`src/hw/rtl/lcdsw_pkg.sv`:
```
// ----------------------------------------------------------------------------
// lcdsw_pkg
// Shared types and constants for the three-wire segment LCD write serializer.
// ----------------------------------------------------------------------------
package lcdsw_pkg;

  // Field widths of the item ports
  localparam int ReqTypeW = 3;
  localparam int AddrInW  = 6;
  localparam int PayloadW = 8;

  // Default width of the address sent on the line
  localparam int AddrBitsDefault = 6;

  // Frame ids, sent MSB first
  localparam int IdW = 3;
  localparam logic [IdW-1:0] IdCommand = 3'b100;
  localparam logic [IdW-1:0] IdWrite   = 3'b101;

  // Command frame: id, eight command bits, one pad bit
  localparam int CmdFrameBits = IdW + PayloadW + 1;
  localparam int NibbleBits   = 4;

  typedef enum logic [ReqTypeW-1:0] {
    REQ_COMMAND     = 3'd0,
    REQ_SINGLE      = 3'd1,
    REQ_BURST_OPEN  = 3'd2,
    REQ_BURST_BYTE  = 3'd3,
    REQ_BURST_CLOSE = 3'd4
  } req_e;

  // Control part of a formatted frame
  typedef struct packed {
    logic lead_release;  // one select-release result ahead of the bits
    logic bad;           // lone error result, no bits
    logic burst_next;    // burst state after this item
  } frame_ctl_t;

endpackage

```
`src/hw/rtl/lcd_segment_serial_writer_core.sv`:
```
// ----------------------------------------------------------------------------
// lcd_segment_serial_writer_core
// Serializer for a three-wire segment LCD controller: each request item
// becomes a run of result items, one line bit, select release or error per item.
// ----------------------------------------------------------------------------
//
//   channel | direction | handshake              | payload
//   --------+-----------+------------------------+------------------------------
//   in      | input     | in_valid_i / in_stall_o| req_type_i, ram_address_i,
//           |           |                        | payload_i
//   out     | output    | out_valid_o/out_stall_i| data_bit_o, select_active_o,
//           |           |                        | strobe_valid_o, bad_request_o,
//           |           |                        | last_of_run_o
//
// A request gives up to 1 + 3 + ADDR_BITS + 4 result items (14 at the default),
//   or 1 + 12 if the command frame is longer; the frame shift register gives
//   out one bit per cycle while out_stall_i is low.
// One request is in flight at a time; in_stall_o is high until its last
//   result has been taken. Unused request codes are taken and give no results.
// Reset clears the burst flag and the run counters; no results pending.
// out_stall_i holds the current result; the shift register waits with it.
// ----------------------------------------------------------------------------
module lcd_segment_serial_writer_core #(
  parameter int ADDR_BITS = lcdsw_pkg::AddrBitsDefault
) (
  input  logic                           clk_i,
  input  logic                           rst_ni,
  // request items
  input  logic                           in_valid_i,
  output logic                           in_stall_o,
  input  logic [lcdsw_pkg::ReqTypeW-1:0] req_type_i,
  input  logic [lcdsw_pkg::AddrInW-1:0]  ram_address_i,
  input  logic [lcdsw_pkg::PayloadW-1:0] payload_i,
  // result items
  output logic                           out_valid_o,
  input  logic                           out_stall_i,
  output logic                           data_bit_o,
  output logic                           select_active_o,
  output logic                           strobe_valid_o,
  output logic                           bad_request_o,
  output logic                           last_of_run_o
);
  import lcdsw_pkg::*;

  // Frame is long enough for a command frame and for a single write frame
  localparam int FrameW = (IdW + ADDR_BITS + NibbleBits > CmdFrameBits) ?
                          (IdW + ADDR_BITS + NibbleBits) : CmdFrameBits;
  localparam int CntW   = $clog2(FrameW + 1);

  // Run state: an optional release result, then either one error result or
  // cnt_q line bits taken from the top of sr_q.
  logic              rel_q, rel_d;
  logic              bad_q, bad_d;
  logic [CntW-1:0]   cnt_q, cnt_d;
  logic [FrameW-1:0] sr_q, sr_d;
  logic              burst_q, burst_d;

  logic              busy;
  logic              in_acc;
  logic              out_acc;
  logic              bit_phase;   // current result is a line bit

  logic [FrameW-1:0] frame_bits;
  logic [CntW-1:0]   frame_len;
  frame_ctl_t        frame_ctl;

  lcdsw_frame_build #(
    .ADDR_BITS(ADDR_BITS)
  ) u_frame_build (
    .req_type_i   (req_type_i),
    .ram_address_i(ram_address_i),
    .payload_i    (payload_i),
    .burst_open_i (burst_q),
    .bits_o       (frame_bits),
    .len_o        (frame_len),
    .ctl_o        (frame_ctl)
  );

  assign busy      = rel_q | bad_q | (cnt_q != '0);
  assign in_stall_o  = busy;
  assign out_valid_o = busy;
  assign in_acc    = in_valid_i & ~busy;
  assign out_acc   = busy & ~out_stall_i;
  assign bit_phase = ~rel_q & ~bad_q;

  // Result fields straight from the run registers
  assign data_bit_o      = bit_phase & sr_q[FrameW-1];
  assign select_active_o = bit_phase;
  assign strobe_valid_o  = bit_phase;
  assign bad_request_o   = ~rel_q & bad_q;
  always_comb begin
    if (rel_q) begin
      last_of_run_o = ~bad_q & (cnt_q == '0);
    end else if (bad_q) begin
      last_of_run_o = 1'b1;
    end else begin
      last_of_run_o = (cnt_q == CntW'(1));
    end
  end

  always_comb begin
    rel_d   = rel_q;
    bad_d   = bad_q;
    cnt_d   = cnt_q;
    sr_d    = sr_q;
    burst_d = burst_q;
    if (in_acc) begin
      rel_d   = frame_ctl.lead_release;
      bad_d   = frame_ctl.bad;
      cnt_d   = frame_len;
      sr_d    = frame_bits;
      burst_d = frame_ctl.burst_next;
    end else if (out_acc) begin
      if (rel_q) begin
        rel_d = 1'b0;
      end else if (bad_q) begin
        bad_d = 1'b0;
      end else begin
        cnt_d = cnt_q - CntW'(1);
        sr_d  = sr_q << 1;
      end
    end
  end

  always_ff @(posedge clk_i or negedge rst_ni) begin
    if (!rst_ni) begin
      rel_q   <= 1'b0;
      bad_q   <= 1'b0;
      cnt_q   <= '0;
      burst_q <= 1'b0;
    end else begin
      rel_q   <= rel_d;
      bad_q   <= bad_d;
      cnt_q   <= cnt_d;
      burst_q <= burst_d;
    end
  end

  always_ff @(posedge clk_i) begin
    sr_q <= sr_d;
  end

  // --------------------------------------------------------------------------
  // Assertions
  // --------------------------------------------------------------------------

  // an error result stands alone, with select released
  a_bad_alone: assert property (@(posedge clk_i) disable iff (!rst_ni)
    out_valid_o && bad_request_o |-> !select_active_o && last_of_run_o)
    else $error("error result not alone");

  // taking the last result of a run leaves the block idle
  a_last_ends_run: assert property (@(posedge clk_i) disable iff (!rst_ni)
    out_valid_o && !out_stall_i && last_of_run_o |=> !out_valid_o)
    else $error("results after end of run");

  // a burst byte inside a burst starts with a line bit
  a_burst_byte_bits: assert property (@(posedge clk_i) disable iff (!rst_ni)
    in_valid_i && !in_stall_o && req_type_i == REQ_BURST_BYTE && burst_q
    |=> out_valid_o && strobe_valid_o && !bad_request_o)
    else $error("burst byte did not start a bit run");

  // a burst close always ends with the burst flag clear
  a_close_clears: assert property (@(posedge clk_i) disable iff (!rst_ni)
    in_valid_i && !in_stall_o && req_type_i == REQ_BURST_CLOSE
    |=> !burst_q && out_valid_o && !select_active_o)
    else $error("burst close did not release");

endmodule

```
`src/hw/rtl/lcdsw_frame_build.sv`:
```
// ----------------------------------------------------------------------------
// lcdsw_frame_build
// Formats one request into a left-aligned bit frame, its length, and the
// control flags for the serializer.
// ----------------------------------------------------------------------------
module lcdsw_frame_build #(
  parameter int ADDR_BITS = lcdsw_pkg::AddrBitsDefault,
  localparam int FrameW = (lcdsw_pkg::IdW + ADDR_BITS + lcdsw_pkg::NibbleBits >
                           lcdsw_pkg::CmdFrameBits) ?
                          (lcdsw_pkg::IdW + ADDR_BITS + lcdsw_pkg::NibbleBits) :
                          lcdsw_pkg::CmdFrameBits,
  localparam int CntW = $clog2(FrameW + 1)
) (
  input  logic [lcdsw_pkg::ReqTypeW-1:0] req_type_i,
  input  logic [lcdsw_pkg::AddrInW-1:0]  ram_address_i,
  input  logic [lcdsw_pkg::PayloadW-1:0] payload_i,
  input  logic                           burst_open_i,
  output logic [FrameW-1:0]              bits_o,
  output logic [CntW-1:0]                len_o,
  output lcdsw_pkg::frame_ctl_t          ctl_o
);
  import lcdsw_pkg::*;

  localparam int WrBits   = IdW + ADDR_BITS + NibbleBits;
  localparam int OpenBits = IdW + ADDR_BITS;

  logic [ADDR_BITS-1:0]  addr;
  logic [NibbleBits-1:0] nib_rev;
  logic [PayloadW-1:0]   pay_rev;
  req_e                  req;

  assign addr = ADDR_BITS'(ram_address_i);
  assign req  = req_e'(req_type_i);

  // LSB-first fields go out of the top of the frame, so reverse them here
  always_comb begin
    for (int i = 0; i < PayloadW; i++) begin
      pay_rev[i] = payload_i[PayloadW-1-i];
    end
    for (int i = 0; i < NibbleBits; i++) begin
      nib_rev[i] = payload_i[NibbleBits-1-i];
    end
  end

  always_comb begin
    bits_o = '0;
    len_o  = '0;
    ctl_o  = '{lead_release: 1'b0, bad: 1'b0, burst_next: burst_open_i};
    case (req)
      REQ_COMMAND: begin
        bits_o = FrameW'({IdCommand, payload_i, 1'b0}) << (FrameW - CmdFrameBits);
        len_o  = CntW'(CmdFrameBits);
        ctl_o.lead_release = burst_open_i;
        ctl_o.burst_next   = 1'b0;
      end
      REQ_SINGLE: begin
        bits_o = FrameW'({IdWrite, addr, nib_rev}) << (FrameW - WrBits);
        len_o  = CntW'(WrBits);
        ctl_o.lead_release = burst_open_i;
        ctl_o.burst_next   = 1'b0;
      end
      REQ_BURST_OPEN: begin
        bits_o = FrameW'({IdWrite, addr}) << (FrameW - OpenBits);
        len_o  = CntW'(OpenBits);
        ctl_o.lead_release = burst_open_i;
        ctl_o.burst_next   = 1'b1;
      end
      REQ_BURST_BYTE: begin
        if (burst_open_i) begin
          bits_o = FrameW'(pay_rev) << (FrameW - PayloadW);
          len_o  = CntW'(PayloadW);
        end else begin
          ctl_o.bad = 1'b1;
        end
      end
      REQ_BURST_CLOSE: begin
        ctl_o.lead_release = 1'b1;
        ctl_o.burst_next   = 1'b0;
      end
      default: begin
        // unused codes: no results, burst state kept
      end
    endcase
  end

endmodule
```
`config.mk`:
```
export PLATFORM = sky130hd
export DESIGN_NAME = lcd_segment_serial_writer_core
export DESIGN_NICKNAME = d
export VERILOG_FILES = /design/src/hw/rtl/lcdsw_pkg.sv /design/src/hw/rtl/lcd_segment_serial_writer_core.sv /design/src/hw/rtl/lcdsw_frame_build.sv
export SDC_FILE = /design/constraint.sdc
export NUM_CORES = 1
export LEC_CHECK = 0
export BUFFER_PORTS_ARGS = -buffer_cell sky130_fd_sc_hd__buf_2
export CAP_MARGIN = 30
export CORE_UTILIZATION = 49
export DETAILED_ROUTE_END_ITERATION = 16
export GPL_TIMING_DRIVEN = 0
export HOLD_SLACK_MARGIN = 0.03
export PLACE_DENSITY = 0.75
export SLEW_MARGIN = 20
export SYNTH_ARGS = -nofsm -noshare
export SYNTH_HDL_FRONTEND = slang
export SYNTH_HIERARCHICAL = 1
export SYNTH_SLANG_ARGS = --single-unit
export TNS_END_PERCENT = 5
```
`constraint.sdc`:
```
create_clock -name clk_i -period 2.15 [get_ports clk_i]
set_clock_uncertainty 0.2 [all_clocks]
set_input_delay 0.645 -clock clk_i [delete_from_list [all_inputs] [get_ports clk_i]]
set_output_delay 0.645 -clock clk_i [all_outputs]
set_load 0.005 [all_outputs]
```
==> run metrics <==
status=complete, but fails checks; failing checks=setup timing; unrepaired setup endpoints after global routing=yes; Netlist cell types=46; I/O pin count=28; final worst setup slack=-0.1916 ns; worst path arrival time=1.50 ns; Sink Count=20; Post-Synthesis Cells=142; Final period util=108.9%; number of cells on the critical path=6; Starting Density=52.36%; Max IR drop VDD=0.7097 mV; Max Clk Rate=427.1 MHz; max-slew violations=0; # rows=19; # DRC=0; first-pass GRT wire length=5595 um; Reg power frac=38.0%; total die area=3195 um2; Skew-Pair Late Insertion Delay=0.30 ns; crit end category=output pin; mux cell area share after synthesis=15.12%; FF-to-FF End=sr_q[7]; core area=2781 um2; fraction of registers with async set or reset after synthesis=35.00%; DRT Pass-1 Iters=4; DP HPWL=2272 um; Diodes inserted=0; crit path launch=cnt_q[0]; Critical Path RT=1.30 ns; Max Cap Viol=0; Fillers=213; worst slack, placed=-0.3068 ns; Synth Warn #=6; vias in the first global route=1,185; Yosys reg bits=20; share of layout cells above drive strength 1=41.67%; global placement routability congestion=0.8305; Setup-failing EPs final=19; CP Max Fanout=4; post-synthesis compound-gate area fraction=15.46%; post-route cell area=1804 um2; Placed Area=1627 um2; CTS tree=done; total routed wirelength=3309 um; Sw Share=32.16%; WS Path Type=flip-flop to output pin; min Tclk post-route=2.342 ns; fin util=64.87%; vias=1,232; LEAKAGE=0.7935 nW; P_int=0.001321 W; simple-gate share of the synthesized area=19.59%; CP bufs+invs=3; Critical Path Max Stage Delay=0.43 ns; clock root buffer=clkbuf_4; port buffer count=25; Sw Pwr=0.0006262 W; worst r2r src=cnt_q[0]; Mapped Area=1456 um2; min-delay worst type=flip-flop to flip-flop; Power Dens Cells=1079 nW/um2; Total GRT Usage=22.50%; # nets final=205; Crit-path slowest cell=dfrtp_1; CTS H-tree lvls=1; total gr overflow=0; main combinational cell family by area after synthesis=simple AND/OR/NAND/NOR gates; Hold Path Depth=1; Initial DRC Count=44; reg2reg path depth=5; prevailing post-synth register cell=edfxtp_1; Vias per Instance=5.839; CTS max path bufs=2; crit-path leading delay family=flip-flops; leading cell type in the layout, fill and taps excluded=buf_2; routed length per instance=15.68 um; CP most frequent cell=buf_6; CP Capture Point=out_valid_o; antenna violations before repair=0; number of synthesized flops with an enable pin=13; syn nets=166; Fin. Hold Viols=0; sequential share of the synthesized area=38.83%; Comb power frac=45.8%; Mean Syn Cell Area=10.26 um2; largest net degree at the start of global routing=14; Setup crit start kind=flip-flop; Post-Synth XOR/XNOR Area=0.6014%; Adder-Cell Fraction of Synth Area=2.577%; clk slew on worst S/H paths=0.12 ns; area delta synth->final=23.88%; Chip Height=56.52 um; most frequent cells in the layout=buf_2 (28), edfxtp_1 (13), nor2_1 (10), nand2_1 (10), buf_4 (9); Clk pwr share=16.2%; crit-path cells=inv_2 -> ha_4 -> nor3b_4 -> nand2_2 -> buf_6 -> buf_6; CTS buffer count=3; die width=56.52 um; slack of the worst reg-to-reg path=-0.08 ns; ANT nets after route=0
## timing repair
item                       in CTS  in global routing
pin swaps                       4                  3
hold buffers                    1                  0
gates cloned                    0                  0
setup endpoints to repair      32                 24
resized for setup              13                  3
hold endpoints to repair        7                  0
setup buffers                   7                  1
## metrics by stage
stage / instances / hold WS (ns) / setup TNS [ns] / power [W]
after floorplan: 142 / 0.1494 / -0.03307 / 0.001265
after global placement: 198 / 0.2918 / -3.311 / 0.001421
after detailed placement: 198 / 0.2942 / -4.199 / 0.001455
after CTS: 210 / 0.3691 / -1.215 / 0.001906
after global routing: 211 / 0.3874 / -2.841 / 0.002065
final: 211 / 0.3665 / -1.544 / 0.001947
## sequential cells by signal, indices dropped and copies added (netlist names)
name / flops
bad_q: 1
burst_q: 1
cnt_q: 4
rel_q: 1
sr_q: 13
## worst min-delay path by stage
stage | to | startpoint | slack [ns]
2_1_floorplan | bad_q | rst_ni | 0.15
3_3_place_gp | cnt_q[1] | rst_ni | 0.29
3_5_place_dp | cnt_q[2] | rst_ni | 0.29
4_1_cts | sr_q[10] | sr_q[9] | 0.37
5_1_grt | sr_q[11] | sr_q[10] | 0.39
6_report | sr_q[10] | sr_q[9] | 0.37
## power by group through the flow
stage | combinational [W] | clock (W) | sequential, W
global placement | 0.000689 | 0 | 0.000732
global route | 0.000971 | 0.000336 | 0.000758
CTS | 0.000855 | 0.000317 | 0.000734
detailed placement | 0.000714 | 0 | 0.000741
finish | 0.000892 | 0.000315 | 0.000740
floorplan | 0.000560 | 0 | 0.000705
## metal layers
layer  share of wire (%)  GRT usage, %  wire length, um
met5                   0             0                0
met4                0.63         8.362               21
met3                 4.4         2.304              145
met2                  47         36.64             1568
met1                  48         30.87             1573
## cell type report
cell class                      instances  area (um2)  area share [%]
Timing Repair Buffer                   34       211.5           11.72
Clock buffer                            3       22.52           1.248
Buffer                                 12       98.84           5.479
Tap cell                               31       38.79           2.150
Clock inverter                          1       30.03           1.664
Multi-Input combinational cell        103       807.0           44.73
Sequential cell                        20       565.5           31.35
Inverter                                7       30.03           1.664
## Yosys cell counts (2+ instances only)
cell	number	area, um2
a211oi_1	2	15.01
a21oi_1	5	25.02
a32oi_1	4	35.03
and2_1	2	12.51
and3_1	3	18.77
buf_2	4	20.02
buf_4	3	22.52
buf_6	3	33.78
clkbuf_1	2	7.510
dfrtp_1	7	175.2
edfxtp_1	13	390.4
ha_1	3	37.54
inv_1	7	26.28
mux2_2	8	90.09
mux2_4	6	90.09
mux2i_1	4	40.04
nand2_1	11	41.29
nand2b_1	2	12.51
nor2_1	10	37.54
nor2_2	2	12.51
nor2b_1	4	25.02
nor3_1	5	25.02
o21ai_0	5	25.02
o2bb2ai_1	5	43.79
## cells by family (layout without fill, tap and decap cells)
family,count (synthesis),in the layout
simple gates,50,50
mux,18,18
xor+xnor,1,1
compound gates,30,30
fa+ha+maj,3,3
other cells,1,1
flops,20,20
buf+inv,19,57
## worst register-to-register path, stage by stage, from the launching register on
cell	delay, ns
dfrtp_1	0.43
inv_2	0.09
ha_4	0.15
or3b_1	0.38
a2111o_1	0.43
clkinvlp_4	0.25
Note: power is estimated with default switching activity, not from simulation.
